$ cat config.mk
export PLATFORM = sky130hd
export DESIGN_NAME = growable_slot_allocator
export DESIGN_NICKNAME = d
export VERILOG_FILES = /design/src/rtl/gsa_pkg.sv /design/src/rtl/gsa_find_free.sv /design/src/rtl/growable_slot_allocator.sv
export SDC_FILE = /design/constraint.sdc
export NUM_CORES = 1
export LEC_CHECK = 0
export ABC_AREA = 1
export BUFFER_PORTS_ARGS = -buffer_cell sky130_fd_sc_hd__buf_4
export CORE_MARGIN = 2
export CORE_UTILIZATION = 35
export DETAILED_ROUTE_END_ITERATION = 12
export GPL_TIMING_DRIVEN = 0
export SLEW_MARGIN = 20
export SYNTH_ARGS = -nofsm -noshare
export SYNTH_HDL_FRONTEND = slang
export SYNTH_SLANG_ARGS = --single-unit
$ cat constraint.sdc
create_clock -name i_clk -period 7.5 [get_ports i_clk]
set_input_delay 0.375 -clock i_clk [delete_from_list [all_inputs] [get_ports i_clk]]
set_output_delay 0.375 -clock i_clk [all_outputs]
set_load 0.05 [all_outputs]
$ cat src/rtl/gsa_pkg.sv
// shared types and constants for the growable slot allocator
// no dependencies
`default_nettype none

package gsa_pkg;

    localparam int MAX_SLOTS_DEF = 256;
    localparam int INIT_CAP_DEF  = 16;
    localparam int WORD_W        = 32;
    localparam int BIT_W         = 5;

    typedef enum logic [1:0] {
        FN_ALLOC = 2'd0,
        FN_FREE  = 2'd1,
        FN_QUERY = 2'd2,
        FN_CLAIM = 2'd3
    } t_func;

    typedef enum logic [1:0] {
        ST_OK      = 2'd0,
        ST_FULL    = 2'd1,
        ST_RANGE   = 2'd2,
        ST_NOTUSED = 2'd3
    } t_status;

    typedef enum logic [2:0] {
        S_CLEAR,
        S_IDLE,
        S_SCAN,
        S_GROW,
        S_MOD
    } t_state;

    typedef struct packed {
        logic             found;
        logic [BIT_W-1:0] bitpos;
    } t_find;

endpackage

`default_nettype wire

$ cat src/rtl/gsa_find_free.sv
// lowest free bit finder over one 32-bit word of the in-use bitmap
// depends on gsa_pkg
`default_nettype none

module gsa_find_free #(
    parameter int XW = 10
) (
    input  wire logic [gsa_pkg::WORD_W-1:0] i_used,
    input  wire logic [XW-1:0]              i_base,
    input  wire logic [XW-1:0]              i_cap,
    output gsa_pkg::t_find                  o_res
);
    import gsa_pkg::*;

    logic [XW-1:0]     rem;
    logic [WORD_W-1:0] mask;
    logic [WORD_W-1:0] free_bits;
    logic [WORD_W-1:0] lowest;
    logic [BIT_W-1:0]  pos;

    // only bits below the capacity count as candidates
    always_comb begin
        rem = i_cap - i_base;
        if (i_cap <= i_base) begin
            mask = '0;
        end else if (rem >= XW'(WORD_W)) begin
            mask = '1;
        end else begin
            mask = ~({WORD_W{1'b1}} << rem[BIT_W-1:0]);
        end
    end

    assign free_bits = ~i_used & mask;
    assign lowest    = free_bits & (~free_bits + WORD_W'(1));

    // encode the isolated bit
    always_comb begin
        pos = '0;
        for (int b = 0; b < WORD_W; b++) begin
            if (lowest[b]) begin
                pos = pos | BIT_W'(b);
            end
        end
    end

    assign o_res.found  = |free_bits;
    assign o_res.bitpos = pos;

endmodule

`default_nettype wire

$ cat src/rtl/growable_slot_allocator.sv
// growable slot allocator: in-use bitmap, word scanner and capacity sequencer
// depends on gsa_pkg and gsa_find_free
`default_nettype none

// Usage
// Command channel: drive i_func and i_slot with start high while busy is low;
// that edge takes the beat. Operations: allocate the lowest free slot below
// the capacity (doubling the capacity when all are taken), free a slot, query
// a slot, or claim a named slot (doubling the capacity until it fits).
// Result channel: o_strobe is high for exactly one cycle with o_status,
// o_slot_out, o_replaced and o_capacity_now; the receiver cannot stall it,
// and a new command may be given in the strobe cycle.
// Sequence: a range error answers in the cycle after the command. Free and
// query take one bitmap read, then one check. Claim reads the target word,
// doubles the capacity once per grow step until the slot fits, then sets
// its bit. Allocate reads the bitmap one 32-bit word per cycle through a
// single scanner, up to ceil(capacity/32) words, plus a write step when
// the table grows. The bitmap is a word memory with one read and one write
// port.
// Reset: synchronous, active low. Afterwards a clearing pass writes zero to
// every bitmap word, one per cycle (ceil(MAX_SLOTS/32) words, 8 at the
// default size), with busy high; the capacity starts at INITIAL_CAPACITY
// clamped to 1..MAX_SLOTS.

module growable_slot_allocator #(
    parameter int MAX_SLOTS        = gsa_pkg::MAX_SLOTS_DEF,
    parameter int INITIAL_CAPACITY = gsa_pkg::INIT_CAP_DEF
) (
    input  wire logic       i_clk,
    input  wire logic       i_rst_n,
    input  wire logic       start,
    output logic            busy,
    input  wire logic [1:0] i_func,
    input  wire logic [8:0] i_slot,
    output logic            o_strobe,
    output logic [1:0]      o_status,
    output logic [7:0]      o_slot_out,
    output logic            o_replaced,
    output logic [8:0]      o_capacity_now
);
    import gsa_pkg::*;

    // capacity clamped into 1..MAX_SLOTS
    localparam int INIT_CAP = (INITIAL_CAPACITY > MAX_SLOTS) ? MAX_SLOTS :
                              ((INITIAL_CAPACITY < 1) ? 1 : INITIAL_CAPACITY);
    localparam int CW    = $clog2(MAX_SLOTS + 1);
    localparam int WORDS = (MAX_SLOTS + WORD_W - 1) / WORD_W;
    localparam int WIDX  = (WORDS > 1) ? $clog2(WORDS) : 1;
    localparam int TW    = WIDX + BIT_W;
    localparam int XW0   = (CW > TW) ? CW : TW;
    // common compare width, wide enough for the doubled capacity and the slot port
    localparam int XW    = ((XW0 > 9) ? XW0 : 9) + 1;

    localparam logic [XW-1:0]   MAX_X     = XW'(MAX_SLOTS);
    localparam logic [WIDX-1:0] LAST_WORD = WIDX'(WORDS - 1);

    // bitmap memory, one bit per slot packed in 32-bit words
    logic [WORD_W-1:0] r_mem [WORDS];
    logic [WORD_W-1:0] r_rdata;

    t_state            r_state, n_state;
    t_func             r_func, n_func;
    logic [TW-1:0]     r_tgt, n_tgt;
    logic [WIDX-1:0]   r_word, n_word;
    logic [CW-1:0]     r_cap, n_cap;
    logic              r_strobe, n_strobe;
    t_status           r_status, n_status;
    logic [7:0]        r_slot_out, n_slot_out;
    logic              r_replaced, n_replaced;

    logic              mem_we;
    logic [WIDX-1:0]   mem_waddr;
    logic [WORD_W-1:0] mem_wdata;
    logic [WIDX-1:0]   mem_raddr;

    logic              accept;
    t_func             in_func;
    logic [XW-1:0]     cap_x, tgt_x, slot_x, base_x, base_nx, cap2, cap_dbl;
    logic [WIDX-1:0]   word_nx;
    logic              scan_more, cap_full, grow_more, slot_bad, claim_bad;
    logic              tgt_bit;
    t_find             find;

    assign accept  = start && (r_state == S_IDLE);
    assign in_func = t_func'(i_func);

    assign cap_x   = XW'(r_cap);
    assign tgt_x   = XW'(r_tgt);
    assign slot_x  = XW'(i_slot);
    assign base_x  = XW'({r_word, {BIT_W{1'b0}}});
    assign base_nx = base_x + XW'(WORD_W);

    // shared doubler, clamped at the table size
    assign cap2    = cap_x << 1;
    assign cap_dbl = (cap2 > MAX_X) ? MAX_X : cap2;

    assign word_nx   = (r_word == LAST_WORD) ? r_word : r_word + WIDX'(1);
    assign scan_more = base_nx < cap_x;
    assign cap_full  = cap_x >= MAX_X;
    assign grow_more = (cap_x <= tgt_x) && !cap_full;
    assign slot_bad  = (slot_x >= cap_x) || (slot_x >= MAX_X);
    assign claim_bad = slot_x >= MAX_X;
    assign tgt_bit   = r_rdata[r_tgt[BIT_W-1:0]];

    gsa_find_free #(
        .XW (XW)
    ) u_find (
        .i_used (r_rdata),
        .i_base (base_x),
        .i_cap  (cap_x),
        .o_res  (find)
    );

    // next state
    always_comb begin
        n_state = r_state;
        unique case (r_state)
            S_CLEAR: begin
                if (r_word == LAST_WORD) begin
                    n_state = S_IDLE;
                end
            end
            S_IDLE: begin
                if (accept) begin
                    unique case (in_func)
                        FN_ALLOC: n_state = S_SCAN;
                        FN_FREE,
                        FN_QUERY: n_state = slot_bad ? S_IDLE : S_MOD;
                        FN_CLAIM: n_state = claim_bad ? S_IDLE : S_GROW;
                    endcase
                end
            end
            S_SCAN: begin
                priority if (find.found) begin
                    n_state = S_IDLE;
                end else if (scan_more) begin
                    n_state = S_SCAN;
                end else if (cap_full) begin
                    n_state = S_IDLE;
                end else begin
                    n_state = S_MOD;
                end
            end
            S_GROW: begin
                if (!grow_more) begin
                    n_state = S_MOD;
                end
            end
            S_MOD: begin
                n_state = S_IDLE;
            end
            default: n_state = S_IDLE;
        endcase
    end

    // datapath and memory controls
    always_comb begin
        n_func     = r_func;
        n_tgt      = r_tgt;
        n_word     = r_word;
        n_cap      = r_cap;
        n_strobe   = 1'b0;
        n_status   = ST_OK;
        n_slot_out = '0;
        n_replaced = 1'b0;
        mem_we     = 1'b0;
        mem_waddr  = r_word;
        mem_wdata  = '0;
        mem_raddr  = '0;
        unique case (r_state)
            S_CLEAR: begin
                // zero one word per cycle
                mem_we = 1'b1;
                n_word = (r_word == LAST_WORD) ? '0 : r_word + WIDX'(1);
            end
            S_IDLE: begin
                if (accept) begin
                    n_func = in_func;
                    n_tgt  = slot_x[TW-1:0];
                    n_word = '0;
                    unique case (in_func)
                        FN_ALLOC: begin
                            mem_raddr = '0;
                        end
                        FN_FREE,
                        FN_QUERY: begin
                            if (slot_bad) begin
                                n_strobe = 1'b1;
                                n_status = ST_RANGE;
                            end else begin
                                mem_raddr = slot_x[TW-1:BIT_W];
                            end
                        end
                        FN_CLAIM: begin
                            if (claim_bad) begin
                                n_strobe = 1'b1;
                                n_status = ST_RANGE;
                            end else begin
                                mem_raddr = slot_x[TW-1:BIT_W];
                            end
                        end
                    endcase
                end
            end
            S_SCAN: begin
                priority if (find.found) begin
                    mem_we     = 1'b1;
                    mem_waddr  = r_word;
                    mem_wdata  = r_rdata | (WORD_W'(1) << find.bitpos);
                    n_strobe   = 1'b1;
                    n_slot_out = 8'({r_word, find.bitpos});
                end else if (scan_more) begin
                    // fetch the next word while this one is checked
                    n_word    = word_nx;
                    mem_raddr = word_nx;
                end else if (cap_full) begin
                    n_strobe = 1'b1;
                    n_status = ST_FULL;
                end else begin
                    // grow: the first slot of the new region is the old capacity
                    n_tgt     = cap_x[TW-1:0];
                    n_cap     = CW'(cap_dbl);
                    mem_raddr = cap_x[TW-1:BIT_W];
                end
            end
            S_GROW: begin
                mem_raddr = r_tgt[TW-1:BIT_W];
                if (grow_more) begin
                    n_cap = CW'(cap_dbl);
                end
            end
            S_MOD: begin
                n_strobe  = 1'b1;
                mem_waddr = r_tgt[TW-1:BIT_W];
                mem_wdata = r_rdata;
                mem_wdata[r_tgt[BIT_W-1:0]] = 1'b1;
                unique case (r_func)
                    FN_ALLOC: begin
                        mem_we     = 1'b1;
                        n_slot_out = tgt_x[7:0];
                    end
                    FN_FREE: begin
                        mem_wdata[r_tgt[BIT_W-1:0]] = 1'b0;
                        if (tgt_bit) begin
                            mem_we     = 1'b1;
                            n_slot_out = tgt_x[7:0];
                        end else begin
                            n_status = ST_NOTUSED;
                        end
                    end
                    FN_QUERY: begin
                        if (tgt_bit) begin
                            n_slot_out = tgt_x[7:0];
                        end else begin
                            n_status = ST_NOTUSED;
                        end
                    end
                    FN_CLAIM: begin
                        mem_we     = 1'b1;
                        n_slot_out = tgt_x[7:0];
                        n_replaced = tgt_bit;
                    end
                endcase
            end
            default: begin
                n_word = '0;
            end
        endcase
    end

    always_ff @(posedge i_clk) begin
        if (mem_we) begin
            r_mem[mem_waddr] <= mem_wdata;
        end
        r_rdata <= r_mem[mem_raddr];
    end

    always_ff @(posedge i_clk) begin
        if (!i_rst_n) begin
            r_state  <= S_CLEAR;
            r_word   <= '0;
            r_cap    <= CW'(INIT_CAP);
            r_strobe <= 1'b0;
        end else begin
            r_state  <= n_state;
            r_word   <= n_word;
            r_cap    <= n_cap;
            r_strobe <= n_strobe;
        end
    end

    // payload registers
    always_ff @(posedge i_clk) begin
        r_func     <= n_func;
        r_tgt      <= n_tgt;
        r_status   <= n_status;
        r_slot_out <= n_slot_out;
        r_replaced <= n_replaced;
    end

    assign busy           = (r_state != S_IDLE);
    assign o_strobe       = r_strobe;
    assign o_status       = r_status;
    assign o_slot_out     = r_slot_out;
    assign o_replaced     = r_replaced;
    assign o_capacity_now = cap_x[8:0];

endmodule

`default_nettype wire

## Word level (Yosys, flattened, before mapping)

Memories as Yosys holds them, arrays and structs flattened. A register that Yosys moved wholly into a read port is not among the register bits.
Cells that the tools add are included.

- Add/sub/neg operators: 4
- Magnitude comparators: 10
- Eq/ne operators: 20
- Shift operators: 2
- Muxes and demuxes: 201
- Bitwise gates (word level): 10
- Reduce and logical (&&, ||, !) cells: 19

Operators with widths:

| kind | number |
|---|---|
| 2-to-1 mux 32 bit | 7 |
| 2-to-1 mux 3 bit | 53 |
| 2-to-1 mux 8 bit | 19 |
| NOT 32 bit | 4 |
| 2-to-1 mux 9 bit | 12 |
| AND 32 bit | 3 |
| 2-to-1 mux 5 bit | 16 |
| OR 32 bit | 2 |
| one-hot mux 32 bit (2 select lines) | 1 |
| 2-to-1 mux 2 bit | 31 |
| 2-to-1 mux 1 bit | 35 |
| adder 32 x 1 -> 32 bit, second input constant | 1 |
| 2-to-1 mux 4 bit | 8 |
| one-hot mux 8 bit (2 select lines) | 2 |
| OR reduction 32 bit | 1 |
| << shifter 1 x 5 -> 32 bit, first input constant | 1 |
| << shifter 32 x 5 -> 32 bit, first input constant | 1 |
| one-hot mux 3 bit (3 select lines) | 3 |
| one-hot mux 3 bit (4 select lines) | 2 |
| one-hot mux 8 bit (3 select lines) | 1 |
| >= comparator 9 bit, second input constant | 2 |
| less-or-equal comparator 9 x 8 -> 1 bit | 2 |
| one-hot mux 9 bit (2 select lines) | 1 |
| != test 2 bit, second input constant | 8 |
| 34 further kinds | 50 |

- Flip-flop bits (word level): 37
- RAM bits: 256
- Input port bits: 14
- Output and inout bits: 22
- Logic and storage cells: 276
- Memories kept: 1

Memory list:

| name | words | bits a word | rd ports | clocked after Yosys merged registers in | wr ports | line | text |
|---|---|---|---|---|---|---|---|
| r_mem | 8 | 32 | 1 | 1 | 1 | growable_slot_allocator.sv:58 | `logic [WORD_W-1:0] r_mem [WORDS];` |

## Depth between registers and ports, before layout

Gate-level depths: netlist of run 1.

- Depth after elaboration: 46
- Depth in mapped cells: 27
- Mapped depth without buffers: 24

## Cells and area by module

A second synthesis of run 1 with hierarchy kept.

- Cells, all modules: 2,116
- Area total of the unflattened synthesis: 17,822.1 um2

Modules (own cells, without submodules):

| module | times used | cells an instance | area an instance (um2) | seq. area each (um2) |
|---|---|---|---|---|
| growable_slot_allocator | 1 | 1,627 | 15,549.9 | 9,088.7 |
| gsa_find_free | 1 | 489 | 2,272.2 | 0.0 |

## Worst setup path before layout of run 1

No wires, ideal clock.

- Path kind: register to register
- Start: register r_cap[5], in the netlist o_capacity_now[5]
- End: memory r_mem[0][0], enable pin
- Library setup time: 421 ps
- Arrival: 4,271 ps
- Data required time: 7,079 ps
- Slack: 2,808 ps
- Cell stages (with the launch flop): 19
- Path buffers: 3
- Period minus slack after synthesis: 4,692 ps
- Cells stage by stage: dfxtp_1 inv_1 ha_1 nand3b_1 nor2_1 nor2_1 nand2_2 buf_4 buf_4 nor2_1 nor2_1 nand4_1 nor2_4 buf_4 nor2_2 inv_2 nand3_1 nand2_1 nor2_1

- Word-level cells in the longest chain between the ends: 12
- Elaborated cells between the ends (all ways): 13
- Those cells by class: 1 x add/sub; 2 x order compare; 8 x mux; 1 x bitwise; 1 x reduce/logical

Ends and longest elaborated chain:

| what | line | text |
|---|---|---|
| start, declared | growable_slot_allocator.sv:65 | `logic [CW-1:0] r_cap, n_cap;` |
| start signal, assigned | growable_slot_allocator.sv:282 | `r_cap <= CW'(INIT_CAP);` |
| start signal, assigned | growable_slot_allocator.sv:287 | `r_cap <= n_cap;` |
| subtractor 9 x 8 -> 10 bit | gsa_find_free.sv:23 | `rem = i_cap - i_base;` |
| >= comparator 10 x 6 -> 1 bit | gsa_find_free.sv:26 | `end else if (rem >= XW'(WORD_W)) begin` |
| 2-to-1 mux 32 bit | gsa_find_free.sv:26 |  |
| 2-to-1 mux 32 bit | gsa_find_free.sv:24 | `if (i_cap <= i_base) begin` |
| 2-to-1 mux 32 bit * | gsa_find_free.sv:24 |  |
| AND 32 bit * | gsa_find_free.sv:33 | `assign free_bits = ~i_used & mask;` |
| OR reduction 32 bit * | gsa_find_free.sv:46 | `assign o_res.found = \|free_bits;` |
| 2-to-1 mux 1 bit * | growable_slot_allocator.sv:206 | `priority if (find.found) begin` |
| 2-to-1 mux 1 bit * | growable_slot_allocator.sv:170 | `unique case (r_state)` |
| one-hot mux 1 bit (3 select lines) * | growable_slot_allocator.sv:170 |  |
| 2-to-1 mux 1 bit * | growable_slot_allocator.sv:272 | `if (mem_we) begin` |
| 2-to-1 mux 1 bit (implied by the code) * | growable_slot_allocator.sv:273 | `r_mem[mem_waddr] <= mem_wdata;` |
| end, declared | growable_slot_allocator.sv:58 |  |

Mark *: on every way between the ends. The rest lies on a longest branch, timed or not. The select of a mux whose other input is x is not followed.

## Worst setup path in the final report of run 1

- Start: register r_cap[5], in the netlist o_capacity_now[5]
- End: memory r_mem[1][31], enable pin

The elaborated chain is that of the path after synthesis.

==> flow_metrics.py, run 1 <==
metrics = {
    "outcome": {
        "status": "completed",
    },
    "final_layout": {
        "layout.nets": 1988,
        "drive_above_1_share_pct": 9.54,
        "fin_util_pct": 40.9,
        "synthToLayoutAreaGrowth_pct": 14.9,
        "antenna_cells": 0,
    },
    "synthesis": {
        "synth_top_area_share_pct": 48.0,
        "synthTopCellsByArea": "edfxtp_1, nand2_1, dfxtp_1",
        "synth-async-reset-ratio_pct": 0,
        "netlist_area_sq_um": 16600,
        "synthCells": 1865,
        "avgSynthCellArea_sq_um": 8.92,
        "synth_cell_type_count": 42,
        "seq_area_frac_synth_pct": 54.6,
        "yosysTopAreaCell": "edfxtp_1",
        "yosysMostFrequentCell": "nand2_1",
        "synthTopCellsByCount": "nand2_1, inv_1, edfxtp_1",
        "ys.flop_type": "edfxtp_1",
        "yosysWarningCount": 0,
        "synth_seq_cells": 321,
        "synth_edf_count": 266,
    },
    "power": {
        "clkPwrFrac_pct": 38.9,
        "power_frac_comb_pct": 13.7,
        "p_leak_nw": 8.02,
        "power.switching_mw": 1.17,
        "powerDensity_nw_per_um2": 227,
        "intPower_mw": 3.17,
        "pwr-share-seq_pct": 47.4,
        "p_sw_share_pct": 27.1,
        "peakVddDrop_uv": 196,
    },
    "detailed_routing": {
        "dr.pass1.iters": 5,
        "vias_per_cell": 5.30,
        "drtIter0Drc": 1505,
        "drcViolationCount": 0,
        "avgRoutedWirePerCell_um": 20.9,
        "antenna_left": 0,
        "routed_wl_um": 54000,
        "via_count": 13700,
    },
    "die": {
        "num_rows": 79,
        "die-area_sq_um": 49300,
        "core_area_sq_um": 46800,
        "initial_core_util_pct": 35.6,
        "die_y_um": 222,
        "ios": 36,
        "die_w_um": 222,
    },
    "critical_path": {
        "ff2ff_setup_slack_ns": 2.03,
        "critPathSlowestCell": "nor2_4",
        "critPathMaxStageDelay_ns": 0.71,
        "required_ns": 7.76,
        "cp.arrival_ns": 5.72,
        "path_common_cell": "nor2_4",
        "crit_chain": "inv_1 > ha_1 > nand3b_1 > nor2_1 > nor2_1 > nand2_1 > nand2_2 > buf_6 > o21ai_2 > nand2_1 > nor2_4 > nand2_2 > nor2_4 > nand2_2 > nor2_4 > buf_4 > nor2_2 > inv_2 > nand3_1 > nand2_1 > nor2_4 > buf_16",
        "crit_path_start_kind": "flop",
        "worstSetupPathType": "flop to flop",
        "cp-end-kind": "flop",
        "path_max_fanout": 18,
    },
    "timing": {
        "fmax_ghz": 0.183,
        "period_needed_ns": 5.47,
        "finalHoldViolCount": 0,
        "drv_slew": 0,
        "min_period_over_period_pct": 72.9,
        "worst_pin_slew_ns": 1.27,
        "rsz0062_at_grt": "no",
        "fin_skew_ns": 0.0200,
        "fin_setup_tns_ns": 0,
        "fin_ws_ns": 2.03,
        "setup_viol": 0,
        "relSlewSlack_pct": 14.7,
    },
    "clock_network": {
        "cts_made_buffers": 36,
        "cts_setup_buffers": 0,
        "clock-sinks": 321,
        "tritoncts": "done",
        "insertion_delay_ns": 0.56,
        "cts.clk_slew.worst_paths_ns": 0.06,
        "htree_levels": 2,
        "cts_root_buf": "clkbuf_16",
        "clockBufferDepth": 3,
    },
    "placed_design": {
        "gp_congestion": 0.958,
        "dp_hpwl_um": 39800,
        "pre_cts_slack_ns": 2.18,
        "portBuffers": 31,
    },
    "grt": {
        "grt_max_degree": 24,
        "antenna_found_initial": 0,
        "overflow": 0,
        "grt_pass1_vias": 13000,
        "grt_use_total_pct": 21.7,
        "grt_pass1_wl_um": 80700,
    },
    "job": {
        "maxCapViolations": 0,
    },
    "worst_hold_path": {
        "hold_class": "input port to flop",
    },
}
[cell usage in the layout (no fill, tap or decap), types with 26 or more instances in the layout]
master and n:
nand2_1 438, inv_1 267, edfxtp_1 266, nand3_1 186, nand3b_1 132, nor2_1 115
o21ai_0 88, dfxtp_1 55, buf_4 54, a21oi_1 45, clkbuf_16 36, buf_2 34
clkbuf_1 33, ha_1 26
[power groups by stage]
stage,combinational [mW],clock (mW),sequential [mW]
2_1_floorplan,0.377,0,2.08
3_3_place_gp,0.546,0,2.10
3_5_place_dp,0.572,0,2.10
4_1_cts,0.576,1.72,2.06
5_1_grt,0.647,1.79,2.06
6_report,0.593,1.69,2.06
[sequential cells by signal, indices dropped and copies added, names as in the netlist]
| name | count |
|---|---|
| r_mem | 256 |
| r_rdata | 32 |
| o_slot_out | 8 |
| r_tgt | 8 |
| o_capacity_now | 5 |
| r_state | 3 |
| r_word | 3 |
| o_status | 2 |
| r_func | 2 |
| o_replaced | 1 |
| o_strobe | 1 |
[cells by family after synthesis]
group | after synthesis | synth area share [%]
adder cells (fa/ha/maj) | 26 | 1.96
AO/OA/AOI/OAI | 215 | 7.86
buffers and inverters | 364 | 9.13
AND/OR/NAND/NOR | 938 | 26.4
flip-flops | 321 | 54.6
other | 1 | 0.0225
[path summary, 6_finish.rpt]
| kind | from | endpoint | cells after the start |
|---|---|---|---|
| setup / recovery | o_capacity_now[5]$_SDFFE_PN0P_ | r_mem[1][31]$_DFFE_PP_ | 22 |
| hold / removal | i_rst_n | o_capacity_now[4]$_SDFFE_PN1P_ | 2 |
| hold reg to reg | o_capacity_now[7]$_SDFFE_PN0P_ | o_capacity_now[8]$_SDFFE_PN0P_ | 2 |
| setup reg to reg | o_capacity_now[5]$_SDFFE_PN0P_ | r_mem[1][31]$_DFFE_PP_ | 22 |
[layout make-up]
cell class | count | area, sq um
buffer | 90 | 489
clock buffer | 48 | 956
clock inverter | 13 | 151
inverter | 274 | 1030
tap | 607 | 759
timing repair buffer | 42 | 470
sequential | 321 | 9090
multi-input combinational | 1183 | 6160
fill | 4656 | 27600
[through the flow]
stage / instance area (sq um) / hold slack (ns) / power (mW) / instances
4_1_cts: 19100 / 0.0490 / 4.36 / 2578
3_5_place_dp: 17900 / 0.579 / 2.67 / 2515
5_1_grt: 19100 / 0.0657 / 4.50 / 2578
3_3_place_gp: 17600 / 0.578 / 2.65 / 2506
2_1_floorplan: 16600 / 0.451 / 2.46 / 1868
6_report: 19100 / 0.0745 / 4.34 / 2578
[what timing repair did]
| action | 4_1_cts | 5_1_grt |
|---|---|---|
| hold endpoints to repair | 2 | 0 |
| hold buffers | 2 | 0 |
| resized for setup | 0 | 0 |
[critical path: cells and delay by family (launching register included)]
kind | cells | cell delay [ns]
AND/OR/NAND/NOR | 15 | 3.22
AO/OA/AOI/OAI | 1 | 0.08
adder cells (fa/ha/maj) | 1 | 0.39
buffers and inverters | 5 | 0.96
flip-flops | 1 | 0.48
[routing by layer]
metal  wire length, um  global-route usage, %  vias to the layer above
li1                  -                      -                     6457
met1             24000                   29.2                     6570
met2             25100                   35.9                      527
met3              3140                   3.03                      107
met4              1710                   7.59                        0
met5                 0                      0                        -
No activity file was read; power rests on OpenSTA's default activity.
==> run 2: changes to the inputs <==
--- a/config.mk
+++ b/config.mk
@@ -5,7 +5,7 @@
 export SDC_FILE = /design/constraint.sdc
 export NUM_CORES = 1
 export LEC_CHECK = 0
-export ABC_AREA = 1
+export ABC_AREA = 0
 export BUFFER_PORTS_ARGS = -buffer_cell sky130_fd_sc_hd__buf_4
 export CORE_MARGIN = 2
 export CORE_UTILIZATION = 35
==> constraint.sdc (replaced) <==
create_clock -name i_clk -period 5.4 [get_ports i_clk]
set_input_delay 0.27 -clock i_clk [delete_from_list [all_inputs] [get_ports i_clk]]
set_output_delay 0.27 -clock i_clk [all_outputs]
set_load 0.05 [all_outputs]
==> run 2 against run 1 <==
  * Total power increased by 33%
  * Setup slack got worse by 1.6 ns
  * Hold slack got worse by 0.050 ns
  * Cell count decreased by 25%
  * Register-to-register slack got worse by 1.6 ns
  * Global-route usage decreased by 0.95 points
  * Via count decreased by 19%
  * Clock power increased by 45%
  * Clock skew increased by 0.0068 ns
  * Critical path depth decreased by 10
  * Sequential power increased by 40%
  * Critical endpoint is now r_rdata[13]$_DFF_P_
==> flow_metrics.py, run 2 <==
metrics = {
    "critical_path": {
        "cp-end-kind": "flop",
        "crit_chain": "inv_1 > ha_1 > nor2b_1 > o211ai_1 > nand3b_1 > a21oi_1 > mux2i_1 > a222oi_1 > buf_1 > clkbuf_1 > a221oi_1 > a21o_1",
        "required_ns": 5.85,
        "worstSetupPathType": "flop to flop",
        "cp_top_family": "compound AO/OA/AOI/OAI gates",
        "critical_path_buf_inv_count": 3,
        "critPathMaxStageDelay_ns": 0.71,
        "crit_path_start_kind": "flop",
        "cp.arrival_ns": 5.39,
        "critPathSlowestCell": "clkbuf_1",
        "path_max_fanout": 10,
    },
    "timing": {
        "fin_skew_ns": 0.0268,
        "drv_slew": 0,
        "relSlewSlack_pct": 18.3,
        "fin_setup_tns_ns": 0,
        "rsz0062_at_grt": "no",
        "timing.hold.ws_ns": 0.0245,
        "setup_viol": 0,
        "min_period_over_period_pct": 91.3,
        "fmax_ghz": 0.203,
        "period_needed_ns": 4.93,
        "worst_pin_slew_ns": 1.22,
        "finalHoldViolCount": 0,
        "fin_ws_ns": 0.469,
    },
    "synthesis": {
        "avgSynthCellArea_sq_um": 11.6,
        "synth_edf_count": 266,
        "synth_seq_cells": 321,
        "yosysMostFrequentCell": "edfxtp_1",
        "synthTopCellsByCount": "edfxtp_1, nand2_1, a21oi_1",
        "yosysWarningCount": 0,
        "ys.flop_type": "edfxtp_1",
        "yosysTopAreaCell": "edfxtp_1",
        "synth_top_area_share_pct": 54.0,
        "synthCells": 1279,
        "netlist_area_sq_um": 14800,
        "synthTopCellsByArea": "edfxtp_1, dfxtp_1, nand2_1",
        "synth_cell_type_count": 73,
        "synth-async-reset-ratio_pct": 0,
        "seq_area_frac_synth_pct": 61.5,
    },
    "grt": {
        "grt_use_total_pct": 20.8,
        "grt_pass1_vias": 10700,
        "grt_pass1_wl_um": 67800,
        "overflow": 0,
        "grt_max_degree": 22,
        "antenna_found_initial": 0,
    },
    "clock_network": {
        "htree_levels": 2,
        "cts_root_buf": "clkbuf_16",
        "cts_setup_buffers": 0,
        "cts.clk_slew.worst_paths_ns": 0.06,
        "clockBufferDepth": 3,
        "cts_made_buffers": 36,
        "insertion_delay_ns": 0.56,
        "tritoncts": "done",
        "clock-sinks": 321,
        "ctsResizeCount": 0,
    },
    "final_layout": {
        "layout.nets": 1407,
        "fin_util_pct": 41.1,
        "largest_reg_flops": 256,
        "fill_cells": 3987,
        "top_register": "r_mem",
        "drive_above_1_share_pct": 10.5,
        "final_cell_mix": "edfxtp_1, nand2_1, a21oi_1",
        "layout_commonest_cell": "edfxtp_1",
        "largestRegisters": "r_mem: 256 flops, r_rdata: 32 flops",
        "stdcell_count": 1934,
        "multi_input_area_sq_um": 5320,
        "antenna_cells": 0,
        "synthToLayoutAreaGrowth_pct": 16.5,
        "ff_latch_area_sq_um": 9090,
    },
    "die": {
        "num_rows": 75,
        "initial_core_util_pct": 35.3,
        "die_w_um": 210,
        "die_y_um": 210,
        "ios": 36,
        "die-area_sq_um": 43900,
        "core_area_sq_um": 41900,
    },
    "detailed_routing": {
        "drcViolationCount": 0,
        "via_count": 11000,
        "avgRoutedWirePerCell_um": 23.5,
        "drtIter0Drc": 1141,
        "antenna_left": 0,
        "routed_wl_um": 45400,
        "dr.pass1.iters": 5,
        "vias_per_cell": 5.70,
    },
    "placed_design": {
        "pre_cts_slack_ns": 0.571,
        "placed_cells": 1861,
        "gp_congestion": 0.935,
        "dp_hpwl_um": 31400,
        "portBuffers": 31,
    },
    "power": {
        "p_leak_nw": 6.17,
        "peakVddDrop_uv": 182,
        "powerDensity_nw_per_um2": 335,
    },
    "worst_hold_path": {
        "hold_class": "input port to flop",
    },
    "job": {
        "maxCapViolations": 0,
    },
    "outcome": {
        "status": "completed",
    },
}
-- run 2: changes by cell type after synthesis, moves of 44 or more --
| cell | change |
|---|---|
| a21o_1 | +44 |
| nand2_1 | -203 |
| nand3b_1 | -126 |
| inv_1 | -238 |
| nand3_1 | -165 |
| a21oi_1 | +51 |
| nor2_1 | -73 |
-- run 2: cell type report --
| type | instances | area share [%] |
|---|---|---|
| multi-input combinational | 855 | 30.9 |
| sequential | 321 | 52.8 |
| timing repair buffer | 47 | 2.98 |
| tap | 539 | 3.92 |
| clock buffer | 48 | 5.78 |
| buffer | 76 | 1.98 |
| clock inverter | 18 | 1.05 |
| inverter | 30 | 0.654 |
-- run 2: logic make-up after synthesis --
kind of cell             Yosys count  share of synthesized area, %
adder cells (fa/ha/maj)           26                          2.20
AO/OA/AOI/OAI                    375                          17.1
flip-flops                       321                          61.5
multiplexers                      46                          3.90
AND/OR/NAND/NOR                  403                          12.2
buffers and inverters            106                          3.06
other                              1                        0.0254
XOR/XNOR                           1                        0.0593
-- run 2: path summary, 6_finish.rpt --
kind	from	end	slack, ns	depth (start not counted)
max	o_capacity_now[5]$_SDFFE_PN0P_	r_rdata[13]$_DFF_P_	0.47	12
min	i_slot[7]	r_tgt[7]$_DFFE_PP_	0.02	3
max reg2reg	o_capacity_now[5]$_SDFFE_PN0P_	r_rdata[13]$_DFF_P_	0.47	12
min reg2reg	r_word[2]$_SDFFE_PN0P_	r_word[2]$_SDFFE_PN0P_	0.53	2
-- run 2: worst register-to-register path, stage by stage, from the launching register on --
cell,delay [ns]
dfxtp_1,0.51
inv_1,0.21
ha_1,0.43
nor2b_1,0.17
o211ai_1,0.25
nand3b_1,0.12
a21oi_1,0.64
mux2i_1,0.17
a222oi_1,0.70
buf_1,0.52
clkbuf_1,0.72
a221oi_1,0.16
a21o_1,0.22
-- run 2: timing repair --
item / in CTS / in global routing
setup endpoints to repair: 0 / 0
hold buffers: 7 / 0
hold endpoints to repair: 8 / 0
-- run 2: metal layers --
layer | part of all wire (%) | global-route usage (%) | vias to the layer above
met5 | 0 | 0 | -
met4 | 3.3 | 7.48 | 0
li1 | - | - | 5043
met1 | 43 | 28.6 | 5447
met3 | 7.9 | 4.28 | 78
met2 | 46 | 32.6 | 453
-- run 2: per-stage QoR --
stage	power, mW	cell area [sq um]
final	5.77	17200
after global routing	5.95	17200
after CTS	5.81	17200
after detailed placement	3.36	16000
after global placement	3.33	15700
after floorplan	3.17	14800
-- run 2: power breakdown --
part | internal [mW] | switching, mW
logic | 0.168 | 0.263
registers | 2.80 | 0.0933
clock network | 1.41 | 1.03
